===== src/rakt_pkg.sv =====
// ============================================================================
// rakt_pkg
// Shared types and constants for the reference-count aging key table.
// ============================================================================
`default_nettype none

package rakt_pkg;

    localparam int KEY_W     = 32;
    localparam int REFS_W    = 16;
    localparam int STATUS_W  = 3;
    localparam int ENTRY_W   = 7;
    localparam int CFG_W     = 7;
    localparam int CFG_IDX_W = 1;

    typedef logic signed [KEY_W-1:0] key_t;
    typedef logic [REFS_W-1:0]       refs_t;
    typedef logic [CFG_W-1:0]        cfg_data_t;
    typedef logic [CFG_IDX_W-1:0]    cfg_idx_t;

    localparam refs_t REFS_MAX = '1;

    localparam cfg_idx_t  CFG_HIGH_MARK = 1'b0;
    localparam cfg_idx_t  CFG_LOW_MARK  = 1'b1;
    localparam cfg_data_t HIGH_MARK_RST = 7'd48;
    localparam cfg_data_t LOW_MARK_RST  = 7'd16;

    localparam logic OP_REF   = 1'b0;
    localparam logic OP_CLEAN = 1'b1;

    typedef enum logic [STATUS_W-1:0] {
        ST_HIT     = 3'd0,
        ST_INSERT  = 3'd1,
        ST_REFUSED = 3'd2,
        ST_CLEANED = 3'd3,
        ST_SKIPPED = 3'd4
    } status_t;

    typedef enum logic [2:0] {
        CELL_HOLD,
        CELL_HIT,
        CELL_INSERT,
        CELL_DEC,
        CELL_SHIFT
    } cell_op_t;

    typedef struct packed {
        cell_op_t op;
        key_t     key;
    } cell_ctrl_t;

    typedef struct packed {
        logic  valid;
        key_t  key;
        refs_t refs;
    } cell_data_t;

    typedef enum logic [1:0] {
        S_IDLE,
        S_EXEC,
        S_COMPACT,
        S_REPLY
    } state_t;

endpackage

`default_nettype wire


===== src/rakt_cell.sv =====
// ============================================================================
// rakt_cell
// One table slot: key, count and valid bit, with neighbor shift paths.
// ============================================================================
`default_nettype none

module rakt_cell (
    input  wire logic                 clk,
    input  wire logic                 rst_n,
    input  wire rakt_pkg::cell_ctrl_t ctrl,
    input  wire rakt_pkg::cell_data_t lower,
    input  wire logic                 lower_less,
    input  wire rakt_pkg::cell_data_t upper,
    input  wire logic                 hole_in,
    output rakt_pkg::cell_data_t      cur,
    output logic                      less,
    output logic                      equal,
    output logic                      hole_out
);

    logic              valid_reg, valid_next;
    rakt_pkg::key_t    key_reg, key_next;
    rakt_pkg::refs_t   refs_reg, refs_next;

    assign cur      = '{valid: valid_reg, key: key_reg, refs: refs_reg};
    assign less     = valid_reg && (key_reg < ctrl.key);
    assign equal    = valid_reg && (key_reg == ctrl.key);
    // a valid slot whose count dropped to zero is a hole to squeeze out
    assign hole_out = hole_in || (valid_reg && (refs_reg == '0));

    always_comb
    begin
        valid_next = valid_reg;
        key_next   = key_reg;
        refs_next  = refs_reg;
        case (ctrl.op)
            rakt_pkg::CELL_HIT:
            begin
                if (equal && (refs_reg != rakt_pkg::REFS_MAX))
                    refs_next = refs_reg + rakt_pkg::refs_t'(1);
            end
            rakt_pkg::CELL_INSERT:
            begin
                // new key lands in the first slot not below it; slots above move up
                if (lower_less && !less)
                begin
                    valid_next = 1'b1;
                    key_next   = ctrl.key;
                    refs_next  = rakt_pkg::refs_t'(1);
                end
                else if (lower.valid && !lower_less)
                begin
                    valid_next = 1'b1;
                    key_next   = lower.key;
                    refs_next  = lower.refs;
                end
            end
            rakt_pkg::CELL_DEC:
            begin
                if (valid_reg && (refs_reg != '0))
                    refs_next = refs_reg - rakt_pkg::refs_t'(1);
            end
            rakt_pkg::CELL_SHIFT:
            begin
                // everything at and above the lowest hole moves down one slot
                if (hole_out)
                begin
                    valid_next = upper.valid;
                    key_next   = upper.key;
                    refs_next  = upper.refs;
                end
            end
            default:
            begin
                valid_next = valid_reg;
            end
        endcase
    end

    always_ff @(posedge clk or negedge rst_n)
    begin
        if (!rst_n)
        begin
            valid_reg <= 1'b0;
            refs_reg  <= '0;
        end
        else
        begin
            valid_reg <= valid_next;
            refs_reg  <= refs_next;
        end
    end

    always_ff @(posedge clk)
    begin
        key_reg <= key_next;
    end

endmodule

`default_nettype wire


===== config.mk =====
export PLATFORM = sky130hd
export DESIGN_NAME = rakt_cell
export DESIGN_NICKNAME = d
export VERILOG_FILES = /design/src/rakt_pkg.sv /design/src/rakt_cell.sv
export SDC_FILE = /design/constraint.sdc
export NUM_CORES = 1
export LEC_CHECK = 0
export ABC_CLOCK_PERIOD_IN_PS = 5470
export BUFFER_PORTS_ARGS = -buffer_cell sky130_fd_sc_hd__buf_4
export CAP_MARGIN = 20
export CORE_MARGIN = 10
export CORE_UTILIZATION = 49
export DETAILED_ROUTE_END_ITERATION = 10
export GPL_TIMING_DRIVEN = 0
export HOLD_SLACK_MARGIN = 0.06
export PLACE_DENSITY = 0.82
export RECOVER_POWER = 25
export SYNTH_ARGS = -nofsm -noshare
export SYNTH_HDL_FRONTEND = slang
export SYNTH_SLANG_ARGS = --single-unit

===== constraint.sdc =====
create_clock -name clk -period 5.47 [get_ports clk]
set_input_delay 0.2735 -clock clk [delete_from_list [all_inputs] [get_ports clk]]
set_output_delay 0.2735 -clock clk [all_outputs]
set_load 0.05 [all_outputs]

==> out/metrics.csv, run 1 <==
stage,metric,value,unit
outcome,status,finished clean,
timing,Final Setup Violations,0,
floorplanning,row count,34,
worst_hold_path,Worst Hold End,valid_reg,
synth,prevailing post-synth register cell,edfxtp_1,
power,Lkg Pwr,2.88,nW
cts,Worst-path clk slew,100,ps
route,DR vias/cell,5.84,
synth,Compound-Gate Fraction of Synth Area,0.220,
cts,count of hold-fix buffers inserted at cts,1,
cts,Post-CTS Setup Inserts,0,
grt,first-pass GRT wire length,24100,um
timing,Max Freq,289,MHz
power,power per cell area,325,nW/um^2
timing,Fin. Hold Viols,0,
route,drt pass-1 iters,5,
grt,vias in the first global route,4771,
synth,xor/xnor share of the synthesized area,0.0101,
floorplanning,Die Ht,114,um
synth,syn_nets,653,
final_layout,P&R area growth vs syn,37.3,%
cts,worst skew pair latency,310,ps
grt,global route total overflow,0,
floorplanning,full die area,13000,sq um
route,routed wire length,15700,um
grt,initial antenna violation count,0,
setup_path,Reg2Reg Setup Slack,2210,ps
cts,# clock sinks,49,
synth,post-synth top area cell,edfxtp_1,
place,port bufs,188,
synth,mapped cell area,4340,sq um
cts,clock tree buffer depth,2,
setup_path,r2r worst-path depth,10,
timing,Slew Limit Fails,0,
final_layout,register area,1390,sq um
setup_path,arrival time at the worst endpoint,3660,ps
synth,"top cells by area, synth","edfxtp_1 (22%), ha_1 (13%), dfrtp_1 (9.8%)",
synth,Yosys top cell area share,0.221,
timing,Setup TNS,0,ps
place,Area after DPL,5930,sq um
final_layout,Multi-input gate area,2670,sq um
synth,Simple-Gate Fraction of Synth Area,0.148,
worst_hold_path,cell depth of the worst hold path,3,
synth,Adder-Cell Fraction of Synth Area,0.137,
synth,"Avg Cell Area, Syn",9.26,sq um
final_layout,fill count,731,
worst_hold_path,HP Start,upper[48],
timing,RSZ-0062 raised after global routing,no,
setup_path,worst setup path category,in2reg,
synth,async set-or-reset flop fraction in the synthesized netlist,0.347,
final_layout,finished layout cell area,5960,sq um
final_layout,max FFs per register,32,
setup_path,Critical R2R Launch,key_reg[31],
setup_path,WP data required,5670,ps
route,DRC Markers,0,
place,hpwl dp,12700,um
cts,cts bufs inserted,5,
floorplanning,Initial Utilization,0.501,
synth,Post-Syn Instances,469,
synth,synthesized flop and latch total,49,
final_layout,final net count,851,
worst_hold_path,HP Class,in2reg,
timing,final worst path period share,0.632,
floorplanning,IO Count,189,
synth,register area share after synthesis,0.319,
place,Placer Congestion,0.961,
final_layout,layout cell share with drive strength beyond 1,0.319,
cts,CTS root buf,clkbuf_8,
timing,Rel. slew slack,0.294,
synth,Post-synth EDFFs,32,
grt,GRT Util Overall,0.228,
timing,Clock Skew,5.68,ps
cts,post-CTS sizing,0,
route,Starting DRT DRC Count,407,
setup_path,Reg2Reg Capture Point,key_reg[23],
setup_path,CP endpoint kind,flop,
route,Routed Antenna Nets,0,
timing,min cycle time layout,3460,ps
synth,synth unique cells,63,
timing,Slew @ Worst Pin,1060,ps
cts,CTS tree,built,
synth,YS warnings,0,
final_layout,"most common cell after layout, fill and taps aside",buf_4,
final_layout,total inserted antenna cells,0,
job,max_cap viols,0,
route,via count,4531,
route,routed length per placed instance,20.3,um
synth,largest family of logic cells by synthesized area,compound AO/OA/AOI/OAI gates,
cts,H-tree depth,2,
floorplanning,core area,8680,sq um
setup_path,maximum fanout along the worst path,15,
final_layout,"commonest non-fill, non-tap cells in the layout","buf_4 (168), nand2_1 (47), ha_1 (46)",
synth,mux contribution to synthesized area,0.0968,
power,Peak VDD IR,0.333,mV
floorplanning,Die Span X,114,um
grt,pin count of the biggest net entering global routing,33,
setup_path,Critical Path Start Type,input port,
## critical path: stages
cell and delay (ps):
buf_4 130, nor2b_1 180, nand2_1 160, inv_1 460, ha_1 390, and3_1 210
a22oi_1 400, a211oi_1 200, o31ai_1 600, mux2i_1 150, a311o_2 330, a22o_1 190
## final cells by class
class                           count  area share
Multi-Input combinational cell    360       0.448
Inverter                           39      0.0245
Buffer                             21      0.0254
Sequential cell                    49       0.232
Clock buffer                        6      0.0122
Tap cell                          108      0.0227
Clock inverter                      2     0.00566
Timing Repair Buffer              191       0.229
## where the power goes
group | switching, mW | leakage (nW) | internal (mW)
Sequential | 0.0999 | 0.491 | 0.473
Clock | 0.133 | 0.0528 | 0.135
Combinational | 0.640 | 2.34 | 0.458
## routing by layer
layer | part of all wire | GRT usage | routed length [um]
met3 | 0.097 | 0.0655 | 1530
met1 | 0.38 | 0.257 | 5960
met5 | 0 | 0 | 0
met4 | 0.022 | 0.0660 | 342
met2 | 0.50 | 0.405 | 7910
## cell families (layout without fill, tap and decap cells)
| kind of cell | count (synthesis) | in the layout |
|---|---|---|
| AOI/OAI and AO/OA | 147 | 147 |
| and+or+nand+nor | 122 | 122 |
| buffers and inverters | 60 | 259 |
| DFF | 49 | 49 |
| adders and majority gates | 47 | 47 |
| muxes | 39 | 39 |
| xor gates and xnor gates | 5 | 5 |
## Yosys cell counts, drive strengths merged, types with 7 or more instances
library cell	count
edfxtp	32
o21a	8
or3	8
nor4	8
nand4	9
nand2	47
clkbuf	12
ha	46
a21o	8
a21oi	33
inv	39
buf	8
a31o	7
a31oi	9
nand3	10
nor2	9
dfrtp	17
mux2i	33
o21ai	43
## worst max path at each step
stage | cells past startpoint | slack, ps | endpoint | start
6_report | 12 | 2010 | refs_reg[15] | ctrl[34]
5_1_grt | 12 | 1860 | refs_reg[15] | ctrl[34]
4_1_cts | 12 | 2050 | refs_reg[15] | ctrl[34]
3_5_place_dp | 12 | 1710 | refs_reg[15] | ctrl[34]
3_3_place_gp | 10 | 530 | key_reg[14] | ctrl[31]
2_1_floorplan | 8 | 590 | key_reg[0] | key_reg[31]
## through the flow
step / total power, mW / instances / util / setup WS (ps) / hold WS (ps)
2_1_floorplan: 1.32 / 469 / - / 587 / -22.1
3_5_place_dp: 1.67 / 767 / 0.683 / 1710 / 164
5_1_grt: 2.05 / 776 / 0.687 / 1860 / 192
4_1_cts: 1.94 / 776 / 0.696 / 2050 / 186
3_3_place_gp: 1.64 / 765 / 0.679 / 533 / 157
6_report: 1.94 / 776 / 0.687 / 2010 / 189
No activity file was read; power rests on OpenSTA's default activity.
==> run 2: changes to the inputs <==
--- a/config.mk
+++ b/config.mk
@@ -5,7 +5,7 @@
 export SDC_FILE = /design/constraint.sdc
 export NUM_CORES = 1
 export LEC_CHECK = 0
-export ABC_CLOCK_PERIOD_IN_PS = 5470
+export ABC_CLOCK_PERIOD_IN_PS = 3360
 export BUFFER_PORTS_ARGS = -buffer_cell sky130_fd_sc_hd__buf_4
 export CAP_MARGIN = 20
 export CORE_MARGIN = 10
==> constraint.sdc (replaced) <==
create_clock -name clk -period 3.36 [get_ports clk]
set_input_delay 0.168 -clock clk [delete_from_list [all_inputs] [get_ports clk]]
set_output_delay 0.168 -clock clk [all_outputs]
set_load 0.05 [all_outputs]
==> run 2 against run 1 <==
Effect of this change:
- wire length is 0.88% lower
- total power is 68% higher
- sequential share of layout area is 0.47 points lower
- clock power is 91% higher
- worst setup slack worse by 1900 ps
- clock-buffer cell count is 1 lower
- register-to-register slack worse by 2100 ps
- critical path type is now reg2reg
- via count hardly changed
- die area stayed put
- first-iteration DRC count is 29% lower
==> out/metrics.csv, run 2 (synthesized netlist as in run 1, its figures left out) <==
stage,metric,value,unit
outcome,status,finished clean,
power,power per cell area,534,nW/um^2
timing,Max Freq,311,MHz
final_layout,fill count,708,
final_layout,"most common cell after layout, fill and taps aside",buf_4,
final_layout,P&R area growth vs syn,40.1,%
grt,GRT Util Overall,0.224,
timing,final worst path period share,0.957,
floorplanning,row count,34,
power,Switching Share,0.439,
final_layout,"commonest non-fill, non-tap cells in the layout","buf_4 (171), nand2_1 (47), ha_1 (44)",
timing,Final Setup Violations,0,
setup_path,Worst Setup SP,key_reg[14],
final_layout,total inserted antenna cells,0,
setup_path,worst setup path category,reg2reg,
final_layout,Multi-input gate area,2750,sq um
timing,min cycle time layout,3210,ps
cts,CTS root buf,clkbuf_8,
route,Starting DRT DRC Count,288,
cts,worst skew pair latency,310,ps
cts,Worst-path clk slew,100,ps
grt,initial antenna violation count,0,
setup_path,CP endpoint kind,flop,
worst_hold_path,HP Start,upper[48],
power,Seq pwr share,0.287,
cts,clock tree buffer depth,2,
timing,Fin. Hold Viols,0,
floorplanning,full die area,13000,sq um
timing,Clock Skew,7.23,ps
power,Lkg Pwr,2.91,nW
floorplanning,IO Count,189,
power,Pint,1.82,mW
grt,global route total overflow,0,
route,DR vias/cell,5.82,
place,placed cell count,766,
route,routed length per placed instance,20.0,um
power,total power,3.25,mW
cts,CTS tree,built,
cts,cts bufs inserted,5,
floorplanning,core area,8680,sq um
timing,Slew @ Worst Pin,1080,ps
power,Sw Pwr,1.43,mW
route,drt pass-1 iters,7,
worst_hold_path,HP Class,in2reg,
route,Routed Antenna Nets,0,
cts,# clock sinks,49,
final_layout,register area,1390,sq um
floorplanning,Die Ht,114,um
power,Peak VDD IR,0.545,mV
setup_path,arrival time at the worst endpoint,3250,ps
setup_path,maximum fanout along the worst path,10,
grt,first-pass GRT wire length,23700,um
grt,pin count of the biggest net entering global routing,33,
grt,vias in the first global route,4886,
timing,Slew Limit Fails,0,
route,via count,4534,
floorplanning,Die Span X,114,um
cts,H-tree depth,2,
setup_path,WP data required,3400,ps
power,power share of the clock group,0.158,
setup_path,Critical Path Start Type,flop,
power,Logic pwr share,0.555,
job,max_cap viols,0,
place,hpwl dp,12500,um
setup_path,Critical R2R Launch,key_reg[14],
route,DRC Markers,0,
final_layout,Post-Layout Cell Count,779,
final_layout,layout cell share with drive strength beyond 1,0.332,
floorplanning,Initial Utilization,0.501,
timing,Rel. slew slack,0.280,
final_layout,max FFs per register,32,
place,Placer Congestion,0.955,
place,port bufs,188,
final_layout,final net count,854,
route,routed wire length,15600,um
timing,RSZ-0062 raised after global routing,no,
[run 2: power groups by stage]
stage | Combinational, mW | Clock, mW | Sequential (mW)
6_report | 1.81 | 0.513 | 0.934
5_1_grt | 1.95 | 0.538 | 0.954
3_5_place_dp | 1.79 | 0 | 0.941
4_1_cts | 1.80 | 0.521 | 0.931
3_3_place_gp | 1.75 | 0 | 0.937
2_1_floorplan | 0.883 | 0 | 1.29
[run 2: worst max-delay path, stage by stage (launching register included)]
cell	delay [ps]
edfxtp_1	430
ha_1	310
nand4_1	150
nor4_1	100
a21boi_0	130
o41a_2	500
o41ai_2	460
buf_4	300
buf_6	210
mux2i_1	230
o21ai_0	120
[run 2: worst paths after layout]
check,to,slack [ps],depth (start not counted)
min,valid_reg,90,3
min in group asynchronous,refs_reg[13],590,2
min reg2reg,refs_reg[15],630,1
max,key_reg[4],150,10
max reg2reg,key_reg[4],150,10
max in group asynchronous,refs_reg[14],2120,2
[run 2: metrics by stage]
step | utilization | setup TNS (ps) | hold WS [ps] | setup slack [ps] | area (sq um)
3_5_place_dp | 0.687 | -1160 | 60.1 | -304 | 5960
5_1_grt | 0.701 | 0 | 80.3 | 11.1 | 6090
6_report | 0.701 | 0 | 87.2 | 145 | 6090
3_3_place_gp | 0.686 | -648 | 54.7 | -209 | 5960
2_1_floorplan | - | -374 | -128 | -11.7 | 4410
4_1_cts | 0.704 | 0 | 77.4 | 17.4 | 6110
[run 2: layout make-up]
cell class,count,share of cell area
inverters,39,0.0247
flip-flops and latches,49,0.228
plain buffers,21,0.0253
well taps,108,0.0222
clock inverters,3,0.0107
repair buffers,193,0.227
multi-input cells,361,0.451
clock buffers,5,0.0113
[run 2: repair_timing]
| action | 4_1_cts | 5_1_grt |
|---|---|---|
| hold buffers | 1 | 0 |
| endpoints found under the hold margin | 17 | 0 |
| setup buffers | 0 | 3 |
| resized for setup | 0 | 4 |
| setup endpoints to repair | 0 | 61 |
[run 2: layer usage]
metal | up-vias | routed length [um] | GRT usage | part of all wire
met2 | 211 | 7610 | 0.397 | 0.49
met3 | 33 | 1440 | 0.0755 | 0.092
met1 | 2120 | 6170 | 0.243 | 0.40
met4 | 0 | 380 | 0.0794 | 0.024
li1 | 2170 | - | - | -
met5 | - | 0 | 0 | 0
==> run 3: changes to the inputs <==
--- a/config.mk
+++ b/config.mk
@@ -13,7 +13,7 @@
 export DETAILED_ROUTE_END_ITERATION = 10
 export GPL_TIMING_DRIVEN = 0
 export HOLD_SLACK_MARGIN = 0.06
-export PLACE_DENSITY = 0.82
+export PLACE_DENSITY = 0.79
 export RECOVER_POWER = 25
 export SYNTH_ARGS = -nofsm -noshare
 export SYNTH_HDL_FRONTEND = slang
==> run 3 against run 2 <==
Effect of this change:
- clock-buffer cell count is 2 higher
- worst setup slack better by 45 ps
- wire length is 1.6% lower
- die area stayed put
==> out/metrics.csv, run 3 (synthesized netlist as in run 1, its figures left out) <==
stage,metric,value,unit
setup_path,worst setup path category,reg2reg,
setup_path,r2r worst-path depth,9,
place,port bufs,188,
power,Peak VDD IR,0.541,mV
grt,global route total overflow,0,
floorplanning,core area,8680,sq um
cts,CTS root buf,clkbuf_8,
worst_hold_path,HP Start,upper[48],
cts,clock tree buffer depth,2,
power,Sw Pwr,1.41,mW
floorplanning,Die Ht,114,um
setup_path,crit-path cells,ha_1 > nand4_1 > nor4_1 > and4bb_2 > a22oi_1 > a211oi_1 > dlygate4sd1_1 > o211ai_1 > a22o_1,
timing,Setup TNS,0,ps
place,Placer Congestion,0.927,
setup_path,arrival time at the worst endpoint,3360,ps
setup_path,Reg2Reg Setup Slack,190,ps
power,power share of the clock group,0.114,
cts,CTS tree,built,
route,routed length per placed instance,19.7,um
setup_path,CP endpoint kind,flop,
place,hpwl dp,12500,um
outcome,status,finished clean,
setup_path,Reg2Reg Capture Point,refs_reg[15],
route,routed wire length,15400,um
route,via count,4549,
cts,cts bufs inserted,5,
timing,min cycle time layout,3170,ps
timing,Slew Limit Fails,0,
power,power per cell area,511,nW/um^2
timing,final worst path period share,0.943,
grt,vias in the first global route,4800,
final_layout,"commonest non-fill, non-tap cells in the layout","buf_4 (173), nand2_1 (47), ha_1 (44)",
timing,Clock Skew,6.65,ps
grt,pin count of the biggest net entering global routing,33,
floorplanning,row count,34,
floorplanning,Initial Utilization,0.501,
grt,initial antenna violation count,0,
route,DR vias/cell,5.84,
route,Routed Antenna Nets,0,
floorplanning,Die Span X,114,um
timing,Rel. slew slack,0.272,
power,Logic pwr share,0.584,
floorplanning,full die area,13000,sq um
worst_hold_path,Worst Hold End,valid_reg,
final_layout,max FFs per register,32,
power,Seq pwr share,0.301,
setup_path,Critical Path Start Type,flop,
power,Pint,1.68,mW
grt,GRT Util Overall,0.221,
final_layout,fill count,721,
setup_path,CP top delay family,simple AND/OR/NAND/NOR gates,
floorplanning,IO Count,189,
final_layout,layout cell share with drive strength beyond 1,0.331,
cts,# clock sinks,49,
timing,Final Setup Violations,0,
final_layout,total inserted antenna cells,0,
route,DRC Markers,0,
worst_hold_path,HP Class,in2reg,
cts,H-tree depth,2,
setup_path,Critical R2R Launch,key_reg[13],
job,max_cap viols,0,
final_layout,final net count,854,
power,Switching Share,0.458,
setup_path,WP data required,3560,ps
power,Lkg Pwr,2.89,nW
timing,final setup margin,191,ps
final_layout,Post-Layout Cell Count,779,
setup_path,Buf/Inv on CP,1,
cts,worst skew pair latency,300,ps
timing,Fin. Hold Viols,0,
grt,first-pass GRT wire length,23600,um
timing,Slew @ Worst Pin,1090,ps
setup_path,maximum fanout along the worst path,10,
worst_hold_path,cell depth of the worst hold path,3,
timing,Max Freq,316,MHz
setup_path,CP max-delay cell,dlygate4sd1_1,
final_layout,P&R area growth vs syn,39.1,%
setup_path,"slowest stage delay, CP",520,ps
route,Starting DRT DRC Count,312,
final_layout,"most common cell after layout, fill and taps aside",buf_4,
route,drt pass-1 iters,4,
place,Setup Slack @ Placement,-277,ps
cts,Worst-path clk slew,90,ps
place,placed cell count,765,
run 3: cell count changes in the layout (fill, tap and decap cells not counted):
cell,delta
o21bai_2,+1
clkbuf_1,+1
o41ai_4,+1
o21bai_4,-1
buf_2,-1
buf_4,+2
bufinv_16,-2
o41ai_2,-1
run 3: how the worst max path moves through the flow:
stage                            from           end  slack, ps  depth (start not counted)
after global routing      key_reg[31]   key_reg[28]       -0.7                          8
final                     key_reg[13]  refs_reg[15]        190                          9
after CTS                    ctrl[34]  refs_reg[13]         50                         12
after global placement       ctrl[34]  refs_reg[13]       -210                         12
after detailed placement     ctrl[34]  refs_reg[13]       -280                         12
after floorplan           key_reg[29]    key_reg[0]        -10                          8
run 3: power by group through the flow:
stage | Combinational [mW] | Clock (mW) | Sequential, mW
detailed placement | 1.79 | 0 | 0.940
finish | 1.81 | 0.353 | 0.931
CTS | 1.80 | 0.354 | 0.930
global route | 1.95 | 0.374 | 0.959
global placement | 1.75 | 0 | 0.939
floorplan | 0.883 | 0 | 1.29
run 3: through the flow:
stage | total power [mW] | utilization | cell area [sq um] | hold slack, ps
finish | 3.09 | 0.697 | 6040 | 67.4
CTS | 3.09 | 0.697 | 6050 | 65.2
detailed placement | 2.73 | 0.686 | 5960 | 54.4
global placement | 2.69 | 0.686 | 5960 | 55.8
global route | 3.28 | 0.697 | 6040 | 104
floorplan | 2.17 | - | 4410 | -128
run 3: per-layer routing:
metal | share of wire | track usage | vias to the layer above
met5 | 0 | 0 | -
met4 | 0.036 | 0.0927 | 0
met3 | 0.095 | 0.0477 | 32
met2 | 0.49 | 0.391 | 229
met1 | 0.38 | 0.251 | 2122
li1 | - | - | 2166
run 3: repair_timing:
action,4_1_cts,5_1_grt
endpoints found under the setup margin,0,56
hold buffers,1,0
gates resized for setup,0,4
endpoints found under the hold margin,17,0
buffers inserted,0,4
run 3: cell type report:
| cell class | instances | area [sq um] | area share |
|---|---|---|---|
| Inverter | 39 | 150 | 0.0248 |
| Tap cell | 108 | 135 | 0.0224 |
| Timing Repair Buffer | 193 | 1390 | 0.230 |
| Clock inverter | 1 | 5.00 | 0.000828 |
| Sequential cell | 49 | 1390 | 0.229 |
| Multi-Input combinational cell | 361 | 2750 | 0.455 |
| Clock buffer | 7 | 76.3 | 0.0126 |
| Buffer | 21 | 154 | 0.0255 |
run 3: worst register-to-register path, stage by stage (launching register included):
cell	delay, ps
edfxtp_1	430
ha_1	320
nand4_1	150
nor4_1	440
and4bb_2	360
a22oi_1	90
a211oi_1	340
dlygate4sd1_1	520
o211ai_1	150
a22o_1	260
